`config.mk`:
```
export PLATFORM = sky130hd
export DESIGN_NAME = cfe_finish
export DESIGN_NICKNAME = d
export VERILOG_FILES = /design/src/rtl/core/constant_fold_evaluator_macros.svh /design/src/rtl/core/cfe_pkg.sv /design/src/rtl/core/cfe_finish.sv
export SDC_FILE = /design/constraint.sdc
export NUM_CORES = 1
export LEC_CHECK = 0
export BUFFER_PORTS_ARGS = -buffer_cell sky130_fd_sc_hd__buf_2
export CORE_ASPECT_RATIO = 0.9
export CORE_MARGIN = 4
export CORE_UTILIZATION = 35
export DETAILED_ROUTE_END_ITERATION = 10
export GPL_TIMING_DRIVEN = 0
export HOLD_SLACK_MARGIN = 0.05
export PLACE_DENSITY = 0.7
export SYNTH_ARGS = -nofsm -noshare
export SYNTH_HDL_FRONTEND = slang
export SYNTH_SLANG_ARGS = --single-unit
export TNS_END_PERCENT = 1
```
`constraint.sdc`:
```
create_clock -name clk -period 0.8 [get_ports clk]
set_input_delay 0.04 -clock clk [delete_from_list [all_inputs] [get_ports clk]]
set_output_delay 0.04 -clock clk [all_outputs]
set_load 0.02 [all_outputs]
```
`src/rtl/core/constant_fold_evaluator_macros.svh`:
```
// Assertion macros used by the constant fold evaluator top-level RTL.
// Needs signals named clk and arst_n in the including module.
`ifndef CONSTANT_FOLD_EVALUATOR_MACROS_SVH
`define CONSTANT_FOLD_EVALUATOR_MACROS_SVH

// Same-cycle implication, disabled while reset is asserted.
`define CFE_ASSERT_NOW(label, ante, cons, msg) \
	label: assert property (@(posedge clk) disable iff (!arst_n) (ante) |-> (cons)) \
		else $error(msg);

// Next-cycle implication, disabled while reset is asserted.
`define CFE_ASSERT_NEXT(label, ante, cons, msg) \
	label: assert property (@(posedge clk) disable iff (!arst_n) (ante) |=> (cons)) \
		else $error(msg);

`endif

```
`src/rtl/core/cfe_pkg.sv`:
```
// Package for the constant fold evaluator: opcode and action codes and the
// control struct carried down the pipeline. No dependencies.
package cfe_pkg;

	localparam int OP_W  = 5;
	localparam int ACT_W = 2;

	localparam logic [OP_W-1:0] OP_BNOT = 5'd0;
	localparam logic [OP_W-1:0] OP_NEG  = 5'd1;
	localparam logic [OP_W-1:0] OP_LNOT = 5'd2;
	localparam logic [OP_W-1:0] OP_MUL  = 5'd3;
	localparam logic [OP_W-1:0] OP_DIV  = 5'd4;
	localparam logic [OP_W-1:0] OP_REM  = 5'd5;
	localparam logic [OP_W-1:0] OP_ADD  = 5'd6;
	localparam logic [OP_W-1:0] OP_SUB  = 5'd7;
	localparam logic [OP_W-1:0] OP_LT   = 5'd8;
	localparam logic [OP_W-1:0] OP_LE   = 5'd9;
	localparam logic [OP_W-1:0] OP_GT   = 5'd10;
	localparam logic [OP_W-1:0] OP_GE   = 5'd11;
	localparam logic [OP_W-1:0] OP_EQ   = 5'd12;
	localparam logic [OP_W-1:0] OP_NE   = 5'd13;
	localparam logic [OP_W-1:0] OP_LAND = 5'd14;
	localparam logic [OP_W-1:0] OP_LOR  = 5'd15;
	localparam logic [OP_W-1:0] OP_JZ   = 5'd16;
	localparam logic [OP_W-1:0] OP_JNZ  = 5'd17;

	localparam logic [ACT_W-1:0] ACT_NONE  = 2'd0;
	localparam logic [ACT_W-1:0] ACT_COPY  = 2'd1;
	localparam logic [ACT_W-1:0] ACT_JUMP  = 2'd2;
	localparam logic [ACT_W-1:0] ACT_ERASE = 2'd3;

	typedef struct packed {
		logic [OP_W-1:0] op;
		logic            ca;
		logic            cb;
		logic            neg_a;
		logic            neg_b;
	} ctl_t;

endpackage

```
`src/rtl/core/cfe_finish.sv`:
```
// Final stage: fold decision, unary, logical and compare ops, product, add,
// subtract and quotient and remainder sign fix-up, registered. Depends on cfe_pkg.
module cfe_finish import cfe_pkg::*; #(
	parameter int W = 32
) (
	input  logic             clk,
	input  logic             arst_n,
	input  logic             en,
	input  logic             in_valid,
	input  ctl_t             in_ctl,
	input  logic [W-1:0]     in_a,
	input  logic [W-1:0]     in_b,
	input  logic [W-1:0]     in_quo,
	input  logic [W-1:0]     in_rem,
	input  logic [W-1:0]     in_prod,
	output logic             valid_s3,
	output logic [ACT_W-1:0] action_s3,
	output logic [W-1:0]     value_s3
);

	logic [ACT_W-1:0] act;
	logic [W-1:0]     val;
	logic             both;

	always_comb begin
		act  = ACT_NONE;
		val  = '0;
		both = in_ctl.ca && in_ctl.cb;
		unique case (in_ctl.op)
			OP_BNOT: if (in_ctl.ca) begin act = ACT_COPY; val = ~in_a; end
			OP_NEG:  if (in_ctl.ca) begin act = ACT_COPY; val = '0 - in_a; end
			OP_LNOT: if (in_ctl.ca) begin act = ACT_COPY; val = W'(in_a == '0); end
			OP_MUL:  if (both) begin act = ACT_COPY; val = in_prod; end
			OP_DIV: if (both && in_b != '0) begin
				act = ACT_COPY;
				val = (in_ctl.neg_a ^ in_ctl.neg_b) ? '0 - in_quo : in_quo;
			end
			OP_REM: if (both && in_b != '0) begin
				act = ACT_COPY;
				val = in_ctl.neg_a ? '0 - in_rem : in_rem;
			end
			OP_ADD:  if (both) begin act = ACT_COPY; val = in_a + in_b; end
			OP_SUB:  if (both) begin act = ACT_COPY; val = in_a - in_b; end
			OP_LT:   if (both) begin act = ACT_COPY; val = W'($signed(in_a) < $signed(in_b)); end
			OP_LE:   if (both) begin act = ACT_COPY; val = W'($signed(in_a) <= $signed(in_b)); end
			OP_GT:   if (both) begin act = ACT_COPY; val = W'($signed(in_a) > $signed(in_b)); end
			OP_GE:   if (both) begin act = ACT_COPY; val = W'($signed(in_a) >= $signed(in_b)); end
			OP_EQ:   if (both) begin act = ACT_COPY; val = W'(in_a == in_b); end
			OP_NE:   if (both) begin act = ACT_COPY; val = W'(in_a != in_b); end
			OP_LAND: if (both) begin
				act = ACT_COPY;
				val = W'((in_a != '0) && (in_b != '0));
			end
			OP_LOR:  if (both) begin
				act = ACT_COPY;
				val = W'((in_a != '0) || (in_b != '0));
			end
			OP_JZ:   if (in_ctl.ca) act = (in_a == '0) ? ACT_JUMP : ACT_ERASE;
			OP_JNZ:  if (in_ctl.ca) act = (in_a != '0) ? ACT_JUMP : ACT_ERASE;
			default: act = ACT_NONE;
		endcase
	end

	always_ff @(posedge clk or negedge arst_n) begin
		if (!arst_n) begin
			valid_s3 <= 1'b0;
		end else if (en) begin
			valid_s3 <= in_valid;
		end
	end

	always_ff @(posedge clk) begin
		if (en) begin
			action_s3 <= act;
			value_s3  <= val;
		end
	end

endmodule

```
Word-level counts from Yosys, hierarchy flattened. Cells that the tools add are included.

Memory bits (writable): 0. Output and inout bits: 35. Memory bits (read-only): 0. Latch bits: 0. Input bits: 173. Flip-flop bits (word level): 35. Memories: 0.

Multipliers: 0. $add $sub $neg: 5. Shift-type cells: 0. Mux-type cells: 27. Reductions and logical operators: 11. Bitwise operators: 2. Divide/modulo/power cells: 0. Eq/ne operators: 19. $lt $le $gt $ge: 4.

Operators by type and width (number): 32-bit case mux with 16 select lines (1); 32-bit 2-to-1 mux (9); 1-bit by 32-bit subtractor with 32-bit output (first input constant) (3); 32-bit nonzero test (2); 5-bit by 4-bit equality test with 1-bit output (second input constant) (8); 32-bit adder (1); 32-bit equality test (1); 32-bit >= comparator (1); 32-bit greater-than comparator (1); 32-bit <= comparator (1); 32-bit zero test (1); 32-bit < comparator (1); 32-bit inequality test (1); 32-bit inverter (1); 32-bit subtractor (1); 5-bit by 3-bit equality test with 1-bit output (second input constant) (4); 1-bit 2-to-1 mux (14); 11-bit OR reduction (1); 5-bit by 2-bit equality test with 1-bit output (second input constant) (2); 5-bit equality test (second input constant) (2); 2-bit case mux with 5 select lines (1); 5-bit by 1-bit equality test with 1-bit output (second input constant) (1); 5-bit zero test (1); 2-bit 2-to-1 mux (2); 5 further kinds (7).

Depth between registers and ports, before layout.
Word-level depth: 4. Depth in mapped cells: 14.

Worst setup path before layout. Ideal clock, no wire load.

Path type: input to register. Start: in in_a[0]. End: reg value_s3[0], data pin. Setup slack: -2040 ps. Data required time: 527 ps. Buffers on the path: 0. Data arrival time: 2567 ps. Stages: 13. Cells stage by stage: inv_1 -> ha_1 -> inv_1 -> fa_1 -> a21o_1 -> a21o_1 -> a221o_1 -> a221oi_2 -> o31a_1 -> o311a_1 -> mux2_2 -> nand2_1 -> a32oi_1.

Word-level cells in the longest chain between the ends: 4.

RTL lines: start, declared (line cfe_finish.sv:11) `input logic [W-1:0] in_a,`; parallel branches: the longest is 3 deep, another holds 32-bit subtractor; 32-bit case mux with 16 select lines * (line cfe_finish.sv:29) `unique case (in_ctl.op)`; via val[0] (line cfe_finish.sv:22) `logic [W-1:0] val;`; end signal, assigned (line cfe_finish.sv:75) `value_s3 <= val;`; end, declared (line cfe_finish.sv:18) `output logic [W-1:0] value_s3`.

Mark *: on every way through the listed nets, which the timed path passes. A chain may end at the register's enable or synchronous reset.

Final worst setup path.
Start: in in_a[13]. End: reg value_s3[0], data pin.

Word-level cells in the longest chain between the ends: 4.

RTL lines (line): parallel branches: the longest is 3 deep, another holds 32-bit >= comparator; 32-bit case mux with 16 select lines * (cfe_finish.sv:29); via val[0] (cfe_finish.sv:22).

Marked as above.

==> metrics <==
IO Pins around 210; most common cell after layout, fill and taps aside buf_2; asr flop ratio synth approximately 2.9%; Crit Path Class input port to register; pwr/cell area 980 nW/um^2; DIE WIDTH roughly 160 microns; Synth Area per Inst 7.40 sq um; largest net degree at the start of global routing 36; MaxCap Viol Count 0; Netlist cell types 81; via count just over 9000; CP Launch Type input port; Critical Path Fanout Max 5; Cell Count Post-Placement roughly 1500; status complete, but fails checks; Synthesis Warnings 0; Main synth FF type edfxtp_1; Slew Limit Fails 0; EDFF count, synth 34; Routed Wire Length ~33000 microns; DIE AREA about 24000 sq um; layout cells sized above 1 between 20% and 30%; Post-Syn Nets about 1300; placed cell areas approximately 9000 sq um; die height approximately 150 microns; Final period util 388%; register area about 1000 sq um; CP arrival between 3 and 4 ns; Final Wtd Congestion 0.956; Post-Syn Instances 1024; post-synthesis sequential area ratio between 10% and 20%; core region area around 21000 sq um; # rows 50; dominant cell type by area after synthesis edfxtp_1; post-synthesis cell area between 7000 and 8000 sq um; H-tree depth 2; fin crit period around 3.1 ns; fin area 9710 sq um; first-pass GRT wire length 48800 microns; Total GRT Usage ~26%; commonest cells after routing, fill and taps aside buf_2, a21oi_1, nor2_1, o21ai_0, inv_1; top cells by area, synth edfxtp_1, ha_1, xnor2_1; CTS max path bufs 2; failing checks setup timing; Leakage between 3 and 4 nW; DRT antenna net count 0; Starting Density ~36%; ANT cells 0; RSZ-0062 raised after global routing true; vias per cell 6.07; worst clock skew 0 ns; Clock Sinks 35; Final Hold Viols 0; final non-filler cell total between 1500 and 2000; relative slew slack a little under half; final setup margin -2.31 ns; fmax ~320 MHz; Worst-Margin Slew approximately 0.80 ns; post-DP HPWL 27300 microns; TritonRoute pass-1 iters 6; worst vdd ir around 0.001 V; vias in the first global route approximately 8500; Design Power 9.51 mW; Worst Path Required around 0.8 ns; Crit. End Element register; Layout fillers about 2200; 1st-iter DRT viols around 1000; share of the synthesized area in the top cell type ~13%; initial antenna violation count 0; clock latency on the worst-skew pair about 0.28 ns; fin util 46.2%; CTS tree yes; Worst-path clk slew 0.05 ns; port bufs a little over 200; CTS Buf Count 5; GRT overflow 0; # DRC 0; area grow syn2layout 28.2%; nets between 1000 and 1500; Root Buffer clkbuf_16; Multi-input gate area between 6000 and 7000 sq um; Setup violations, final 68; drt wl/cell 21.7 microns; Hold Path Class input port to async pin; flops & latches, synth 35
==> repair_timing <==
action                                  4_1_cts  5_1_grt
hold buffers                                  2        0
hold endpoints to repair                      2        0
resized for setup                            86       61
endpoints found under the setup margin      102       69
gates cloned                                  0        0
buffers inserted                              1        1
pin swaps                                     9        6
==> where the power goes <==
group,switching [mW],internal [mW],total [mW]
registers,0.0422,2.15,2.19
clock network,0.788,1.15,1.94
logic,3.33,2.04,5.38
==> path summary, 6_finish.rpt <==
| path | startpoint | end | slack (ns) | cells after the start |
|---|---|---|---|---|
| setup / recovery | in_a[13] | value_s3[0]$_DFFE_PP_ | -2.31 | 12 |
| hold / removal | arst_n | valid_s3$_DFFE_PN0P_ | 0.05 | 2 |
| setup reg to reg | valid_s3$_DFFE_PN0P_ | valid_s3$_DFFE_PN0P_ | 0.04 | 1 |
| hold reg to reg | valid_s3$_DFFE_PN0P_ | valid_s3$_DFFE_PN0P_ | 0.54 | 1 |
| max in group asynchronous | arst_n | valid_s3$_DFFE_PN0P_ | 0.66 | 2 |
| min in group clk | in_prod[21] | value_s3[21]$_DFFE_PP_ | 0.08 | 2 |
==> layout make-up <==
class,instances,area share [%]
Tap cell,286,3.69
Inverter,70,2.84
Buffer,53,3.08
Clock buffer,7,1.37
Multi-Input combinational cell,866,66.7
Timing Repair Buffer,208,11.5
Sequential cell,35,10.8
Clock inverter,1,0.0516
==> layer usage <==
metal	share of wire [%]	routed length, microns	vias up	global-route usage [%]
li1	-	-	4273	-
met1	42	13800	4312	37.4
met2	44	14700	623	40.7
met3	12	3840	53	4.32
met4	2.3	773	0	5.28
met5	0	0	-	0
==> worst max-delay path: stages <==
cell	delay (ns)
buf_8	0.11
or4_4	0.57
nor4_4	0.31
buf_6	0.17
nand3b_4	0.10
nor4_4	0.24
or3b_4	0.46
nor4b_4	0.40
inv_2	0.06
maj3_2	0.33
a31oi_4	0.20
a32oi_4	0.09
==> through the flow <==
stage | hold slack (ns) | setup TNS (ns) | setup WS [ns]
floorplan | -0.256 | -49.66 | -1.95
global placement | -0.185 | -86.92 | -2.82
detailed placement | -0.183 | -87.38 | -2.85
CTS | 0.0549 | -58.89 | -2.24
global route | 0.0676 | -63.76 | -2.44
finish | 0.0532 | -58.97 | -2.31
==> synth_stat cells, drive strengths merged (9+ instances only) <==
cell type,count
buf,10
xnor2,64
edfxtp,34
o22ai,15
nor2,77
nand3,17
o211ai,12
nor4,30
nor2b,15
ha,66
or3,16
o31ai,22
xor2,52
a22oi,10
o21ai,87
o41ai,9
nor3,36
a21oi,85
nand2b,12
a21o,12
nand4,15
a221oi,16
o21bai,15
inv,69
clkbuf,43
nand2,63
==> sequential cells by signal, indices dropped and copies added, names as in the netlist <==
signal	cells
valid_s3	1
value_s3	32
action_s3	2
==> cell families after synthesis <==
group           Yosys count  synth area share (%)
xor+xnor                116                  13.4
fa+ha+maj                69                  11.6
flops                    35                  13.8
buf+inv                 123                  6.76
simple gates            319                  22.5
mux                      11                  1.52
compound gates          351                  30.5
(Power assumes the default switching activity.)
