<file path="config.mk">
export PLATFORM = sky130hd
export DESIGN_NAME = cfe_iter
export DESIGN_NICKNAME = d
export VERILOG_FILES = /design/src/rtl/core/constant_fold_evaluator_macros.svh /design/src/rtl/core/cfe_pkg.sv /design/src/rtl/core/cfe_iter.sv
export SDC_FILE = /design/constraint.sdc
export NUM_CORES = 1
export LEC_CHECK = 0
export BUFFER_PORTS_ARGS = -buffer_cell sky130_fd_sc_hd__buf_2
export CAP_MARGIN = 20
export CELL_PAD_IN_SITES_DETAIL_PLACEMENT = 2
export CELL_PAD_IN_SITES_GLOBAL_PLACEMENT = 2
export CORE_ASPECT_RATIO = 0.5
export CORE_MARGIN = 3
export CORE_UTILIZATION = 27
export DETAILED_ROUTE_END_ITERATION = 10
export PLACE_DENSITY = 0.82
export SYNTH_ARGS = -nofsm -noshare
export SYNTH_HDL_FRONTEND = slang
export SYNTH_SLANG_ARGS = --single-unit
</file>
<file path="constraint.sdc">
create_clock -name clk -period 0.8 [get_ports clk]
set_clock_uncertainty 0.1 [all_clocks]
set_input_delay 0.12 -clock clk [delete_from_list [all_inputs] [get_ports clk]]
set_output_delay 0.12 -clock clk [all_outputs]
set_load 0.01 [all_outputs]
</file>
<file path="src/rtl/core/constant_fold_evaluator_macros.svh">
// Assertion macros used by the constant fold evaluator top-level RTL.
// Needs signals named clk and arst_n in the including module.
`ifndef CONSTANT_FOLD_EVALUATOR_MACROS_SVH
`define CONSTANT_FOLD_EVALUATOR_MACROS_SVH

// Same-cycle implication, disabled while reset is asserted.
`define CFE_ASSERT_NOW(label, ante, cons, msg) \
	label: assert property (@(posedge clk) disable iff (!arst_n) (ante) |-> (cons)) \
		else $error(msg);

// Next-cycle implication, disabled while reset is asserted.
`define CFE_ASSERT_NEXT(label, ante, cons, msg) \
	label: assert property (@(posedge clk) disable iff (!arst_n) (ante) |=> (cons)) \
		else $error(msg);

`endif

</file>
<file path="src/rtl/core/cfe_pkg.sv">
// Package for the constant fold evaluator: opcode and action codes and the
// control struct carried down the pipeline. No dependencies.
package cfe_pkg;

	localparam int OP_W  = 5;
	localparam int ACT_W = 2;

	localparam logic [OP_W-1:0] OP_BNOT = 5'd0;
	localparam logic [OP_W-1:0] OP_NEG  = 5'd1;
	localparam logic [OP_W-1:0] OP_LNOT = 5'd2;
	localparam logic [OP_W-1:0] OP_MUL  = 5'd3;
	localparam logic [OP_W-1:0] OP_DIV  = 5'd4;
	localparam logic [OP_W-1:0] OP_REM  = 5'd5;
	localparam logic [OP_W-1:0] OP_ADD  = 5'd6;
	localparam logic [OP_W-1:0] OP_SUB  = 5'd7;
	localparam logic [OP_W-1:0] OP_LT   = 5'd8;
	localparam logic [OP_W-1:0] OP_LE   = 5'd9;
	localparam logic [OP_W-1:0] OP_GT   = 5'd10;
	localparam logic [OP_W-1:0] OP_GE   = 5'd11;
	localparam logic [OP_W-1:0] OP_EQ   = 5'd12;
	localparam logic [OP_W-1:0] OP_NE   = 5'd13;
	localparam logic [OP_W-1:0] OP_LAND = 5'd14;
	localparam logic [OP_W-1:0] OP_LOR  = 5'd15;
	localparam logic [OP_W-1:0] OP_JZ   = 5'd16;
	localparam logic [OP_W-1:0] OP_JNZ  = 5'd17;

	localparam logic [ACT_W-1:0] ACT_NONE  = 2'd0;
	localparam logic [ACT_W-1:0] ACT_COPY  = 2'd1;
	localparam logic [ACT_W-1:0] ACT_JUMP  = 2'd2;
	localparam logic [ACT_W-1:0] ACT_ERASE = 2'd3;

	typedef struct packed {
		logic [OP_W-1:0] op;
		logic            ca;
		logic            cb;
		logic            neg_a;
		logic            neg_b;
	} ctl_t;

endpackage

</file>
<file path="src/rtl/core/cfe_iter.sv">
// One step of the iterative datapath: a restoring divide step on the operand
// magnitudes and a shift-and-add multiply step. Depends on cfe_pkg.
module cfe_iter import cfe_pkg::*; #(
	parameter int W = 32
) (
	input  logic         clk,
	input  logic         arst_n,
	input  logic         en,
	input  logic         in_valid,
	input  ctl_t         in_ctl,
	input  logic [W-1:0] in_a,
	input  logic [W-1:0] in_b,
	input  logic [W-1:0] in_dvd,
	input  logic [W-1:0] in_dsr,
	input  logic [W-1:0] in_rem,
	input  logic [W-1:0] in_quo,
	input  logic [W-1:0] in_mcand,
	input  logic [W-1:0] in_mplier,
	input  logic [W-1:0] in_prod,
	output logic         valid_s2,
	output ctl_t         ctl_s2,
	output logic [W-1:0] a_s2,
	output logic [W-1:0] b_s2,
	output logic [W-1:0] dvd_s2,
	output logic [W-1:0] dsr_s2,
	output logic [W-1:0] rem_s2,
	output logic [W-1:0] quo_s2,
	output logic [W-1:0] mcand_s2,
	output logic [W-1:0] mplier_s2,
	output logic [W-1:0] prod_s2
);

	logic [W:0]   trial;
	logic [W:0]   diff;
	logic         fits;
	logic [W-1:0] rem_n;

	// Bring down the next dividend bit and subtract the divisor when it fits.
	always_comb begin
		trial = {in_rem, in_dvd[W-1]};
		diff  = trial - {1'b0, in_dsr};
		fits  = (trial >= {1'b0, in_dsr});
		rem_n = fits ? diff[W-1:0] : trial[W-1:0];
	end

	always_ff @(posedge clk or negedge arst_n) begin
		if (!arst_n) begin
			valid_s2 <= 1'b0;
		end else if (en) begin
			valid_s2 <= in_valid;
		end
	end

	always_ff @(posedge clk) begin
		if (en) begin
			ctl_s2    <= in_ctl;
			a_s2      <= in_a;
			b_s2      <= in_b;
			dsr_s2    <= in_dsr;
			dvd_s2    <= in_dvd << 1;
			rem_s2    <= rem_n;
			quo_s2    <= {in_quo[W-2:0], fits};
			prod_s2   <= in_prod + (in_mplier[0] ? in_mcand : '0);
			mcand_s2  <= in_mcand << 1;
			mplier_s2 <= in_mplier >> 1;
		end
	end

endmodule

</file>
Word-level counts from Yosys, hierarchy flattened. Cells that the tools add are included. Widths: inputs -> output; s select.

Flip-flop bits (word level): 295. Latch bits: 0. Memory bits (writable): 0. Memory bits (read-only): 0. Input bits: 301. Output and inout bits: 298. Word-level logic and storage cells: 20. Memories: 0.

Add/sub/neg operators: 2. $mul: 0. Divide/modulo/power cells: 0. $lt $le $gt $ge: 1. Eq/ne operators: 0. Shifts and indexed selects: 0. Multiplexer cells: 2. Bitwise logic cells: 0. Reduce and logical (&&, ||, !) cells: 0.

Operators by type and width (number): $mux 32 (2); $ge 33x32->1 (1); $add 32x32->32 (1); $sub 32x32->32 (1).

Depth between registers and ports, before layout.
Word-level depth: 2. Mapped depth: 13. Gate-level depth less buffers: 11.

Worst setup path after synthesis. OpenSTA, ideal clock, no wires.

Path type: input-to-reg. Start point: input port in_mplier[0]. End point: register prod_s2[30] (data pin). Setup time: 264 ps. Data arrival time: 2422 ps. Required time: 436 ps. Setup slack: -1986 ps. Cell stages on the path: 12. Buffers on the path: 1. Cells stage by stage: clkbuf_1 and2_1 ha_1 fa_1 a21oi_1 o22a_1 a211oi_1 or4b_1 nand3_2 a21oi_2 a41oi_2 o41ai_2.

Cells in the longest elaborated chain, start to end: 2.

Ends and longest elaborated chain: from (decl) (line cfe_iter.sv:18) `input logic [W-1:0] in_mplier,`; $mux 32 (line cfe_iter.sv:63) `prod_s2 <= in_prod + (in_mplier[0] ? in_mcand : '0);`; $add 32x32->32 (line cfe_iter.sv:63); to (signal assigned) (line cfe_iter.sv:63); to (decl) (line cfe_iter.sv:30) `output logic [W-1:0] prod_s2`.

No other way between the ends. A chain may end at the register's enable or synchronous reset.

Worst setup path after layout.
Start point: input port in_dsr[22]. End point: register rem_s2[28] (data pin).

Cells in the longest elaborated chain, start to end: 2. Elaborated cells between the ends (all ways): 3. Classes of those cells: add/sub: 1; order compare: 1; mux: 1.

Ends and longest elaborated chain: from (decl) (line cfe_iter.sv:14) `input logic [W-1:0] in_dsr,`; $sub 32x32->32 / $ge 33x32->1 (equally long branches) (line cfe_iter.sv:41, cfe_iter.sv:42); $mux 32 * (line cfe_iter.sv:43) `rem_n = fits ? diff[W-1:0] : trial[W-1:0];`; via rem_n[28] (line cfe_iter.sv:36) `logic [W-1:0] rem_n;`; to (signal assigned) (line cfe_iter.sv:61) `rem_s2 <= rem_n;`; to (decl) (line cfe_iter.sv:26) `output logic [W-1:0] rem_s2,`.

The timed path passes the listed nets; every way through them passes the cells marked *.

==> impl_results.md <==
* Setup WS post-layout at -1.59 ns
* Synth warn at 0
* Clk Latency, worst-skew pair at between 0.5 and 0.6 ns
* Multi-input gate area at roughly 0.0054 mm^2
* Switching Share at around 32%
* Tmin final at ~2.4 ns
* Tot GR Track Use at between 30 and 40%
* Row cnt at 56
* Worst-path cell chain: buf_2 > inv_1 > ha_4 > nand2_1 > buf_4 > o21ai_0 > o21a_1 > o21ai_0 > a21oi_1 > a211oi_2 > xnor2_1 > mux2_4
* Sequential Power Share at between 40% and 50%
* Largest net degree at the start of global routing at 24
* Die area at slightly above 0.05 mm^2
* CP Class: primary input to flip-flop
* Psw at between 0.015 and 0.02 W
* Main flop type after synthesis: edfxtp_1
* Final Non-Filler Cells at between 2,000 and 3,000
* Mapped Cells at 877
* Drt total wl at 93,800 um
* Most common cell after layout, fill and taps aside: buf_2
* Clk sinks at 295
* Worst slew margin at 60.7%
* Max-cap violations at 0
* CP Buf/Inv Count at 3
* Post-synthesis async set-or-reset flop share at less than 1%
* Cell Area, Synth at 0.0131 mm^2
* Slew Viols, Final at 0
* Design Power at 0.0482 W
* #FFs+latches synth at a little under 300
* DRT Pass-1 Iters at 5
* Slowest library cell on the worst path: o21ai_0
* Crit-path leading delay family: compound AO/OA/AOI/OAI gates
* Routability cong. at 0.885
* CTS tree: done
* Data required time of the worst path at 1.04 ns
* Max Freq at 419 MHz
* Fill count at between 4,000 and 5,000
* Failing checks: negative hold slack, negative setup slack
* Setup TNS Final at -248.34 ns
* Die Width at 318 um
* Register area at between 0.008 and 0.009 mm^2
* RSZ-0062 raised after global routing: yes
* Initial antenna violation count at 22
* Kind of end point of the critical path: flip-flop
* Cell taking the most area after synthesis: edfxtp_1
* Routed vias/inst at a little over 5
* Clk network pwr share at around 29%
* Post-synth EDFFs at just under 300
* Max IR drop VDD at 0.00184 V
* Inst Count DP at 2,347
* Comb power frac at between 20% and 30%
* PwrDens at approximately 1900 mW/mm^2
* Most used cell, CP: o21ai_0
* DR vias at 13,800
* R2R Path Start: valid_s2
* Distinct cells, synth at 68
* H-tree levels at 1
* Min-Delay Path Class: primary input to flip-flop
* Grt total ovfl at 0
* Crit path max fanout at 4
* Worst-path clk slew at 0.07 ns
* Clk root buf: clkbuf_16
* DRC at 0
* Worst setup SP type: primary input
* Final setup vio count at about 360
* Final Util at a little over half
* Global-route wire length before repair at about 120,000 um
* IO Count at ~600
* Synth area leaders: edfxtp_1 67%, ha_1 6.0%, mux2_4 3.0%
* Routed wire per std cell at between 30 and 40 um
* Pleak at 10.9 nW
* CTS buffer count at 29
* Final net count at around 2,400
* Sequential share of the synthesized area at a little under 70%
* CP arrival at roughly 2.6 ns
* Core area at roughly 0.047 mm^2
* Setup crit start: in_dsr[22]
* Hold Slack at -0.379 ns
* Initial Util at around 28%
* Status: finished, violations left
* Hpwl dp at between 50,000 and 60,000 um
* Final Hold Violating Endpoints at 62
* Period utilization at 299%
* Commonest non-fill, non-tap cells in the layout: 504 x buf_2, 294 x edfxtp_1, 265 x buf_4
* Total internal power at ~0.033 W
* CP max stage delay at ~0.4 ns
* Hold_sp: in_dsr[0]
* Die height at around 160 um
* CTS max path bufs at 3
* Syn Area/Cell at 15.0 um^2
* Post-detailed-route count of antenna-violating nets at 0
* Vias in the first global route at 15,600
* Synth-to-Final Area Change at 89.6%
* Yosys top cell area share at roughly two thirds
* Worst slew pin tran at 0.575 ns
* Port buffer count at between 500 and 600
* Layout cells sized above 1 at about 58%
* DRT iter0 DRCs at approximately 1,000
==> worst register-to-register path, cell delays in order (launching register included) <==
cell and delay (ns):
dfrtp_1 0.41, buf_6 0.13, mux2_2 0.26
==> layer usage <==
metal / track usage, % / vias to the layer above / share of wire [%]
li1: - / 5663 / -
met1: 34.1 / 7132 / 33
met2: 64.9 / 713 / 55
met3: 5.80 / 333 / 5.2
met4: 15.3 / 6 / 6.7
met5: 0 / - / 0.044
==> final timing paths <==
path                       cells past startpoint  slack (ns)          to
min in group asynchronous                      3        0.33    valid_s2
max reg2reg                                    2       -0.21    valid_s2
min reg2reg                                    2        0.58    valid_s2
min                                            1       -0.38   dsr_s2[0]
max in group asynchronous                      3        0.16    valid_s2
max                                           12       -1.59  rem_s2[28]
==> through the flow <==
stage                     instance area (um^2)  setup slack [ns]
after floorplan                          13700             -1.92
after global placement                   19400             -2.33
after detailed placement                 19400             -2.43
after CTS                                23900             -1.39
after global routing                     24900             -1.58
final                                    24900             -1.59
==> power by group through the flow <==
| stage | combinational, W | sequential [W] | clock [W] |
|---|---|---|---|
| after CTS | 0.0123 | 0.0194 | 0.0134 |
| after global routing | 0.0147 | 0.0198 | 0.0148 |
| after global placement | 0.00941 | 0.0195 | 0 |
| after floorplan | 0.00345 | 0.0203 | 0 |
| final | 0.0143 | 0.0197 | 0.0142 |
| after detailed placement | 0.00999 | 0.0197 | 0 |
==> cell usage after synthesis, types with 3 or more instances <==
master and count:
mux2_2 4, a31oi_1 6, nor4_1 5, ha_1 63, buf_2 7, buf_4 4
a21o_1 23, mux2_4 26, o21ai_0 31, a211oi_1 7, nor2b_1 7, o31ai_1 3
nand2_1 35, edfxtp_1 294, nand4_1 11, o211ai_1 3, and2_1 33, o21ai_1 3
o22ai_1 3, xor2_1 23, nand3_2 4, o21a_1 6, a221o_1 3, nand3_1 16
clkbuf_1 9, o21bai_1 8, or2_2 4, xnor2_1 32, mux2i_1 4, nor3_1 9
buf_6 4, nand2b_1 8, a41oi_1 5, nor2_1 32, and3_1 7, a21oi_1 48
inv_1 48
==> logic make-up after synthesis <==
| family | count (synthesis) | synth area share (%) |
|---|---|---|
| other | 1 | 0.0285 |
| multiplexers | 34 | 3.62 |
| buffers and inverters | 73 | 2.50 |
| XOR/XNOR | 55 | 3.66 |
| adder cells (fa/ha/maj) | 65 | 6.30 |
| AO/OA/AOI/OAI | 173 | 9.20 |
| flip-flops | 295 | 67.3 |
| AND/OR/NAND/NOR | 181 | 7.36 |
==> timing repair <==
action | 4_1_cts | 5_1_grt
pin swaps | 76 | 77
cloned | 7 | 0
resized for setup | 183 | 177
hold buffers | 238 | 2
endpoints found under the hold margin | 317 | 80
setup endpoints to repair | 360 | 362
buffers inserted | 37 | 31
==> layout make-up <==
| class | instances | area share, % |
|---|---|---|
| sequential | 295 | 35.5 |
| inverter | 48 | 0.833 |
| clock buffer | 38 | 3.05 |
| timing repair buffer | 1152 | 35.4 |
| clock inverter | 12 | 0.326 |
| multi-input combinational | 511 | 21.5 |
| antenna | 18 | 0.181 |
| tap | 638 | 3.20 |
==> flip-flops by register name, summed over array words and instances, names as in the netlist <==
| signal | cells |
|---|---|
| mcand_s2 | 31 |
| ctl_s2 | 9 |
| prod_s2 | 32 |
| a_s2 | 32 |
| valid_s2 | 1 |
| rem_s2 | 32 |
| quo_s2 | 32 |
| mplier_s2 | 31 |
| dvd_s2 | 31 |
| b_s2 | 32 |
| dsr_s2 | 32 |
Power figures use the tool's default switching activity.
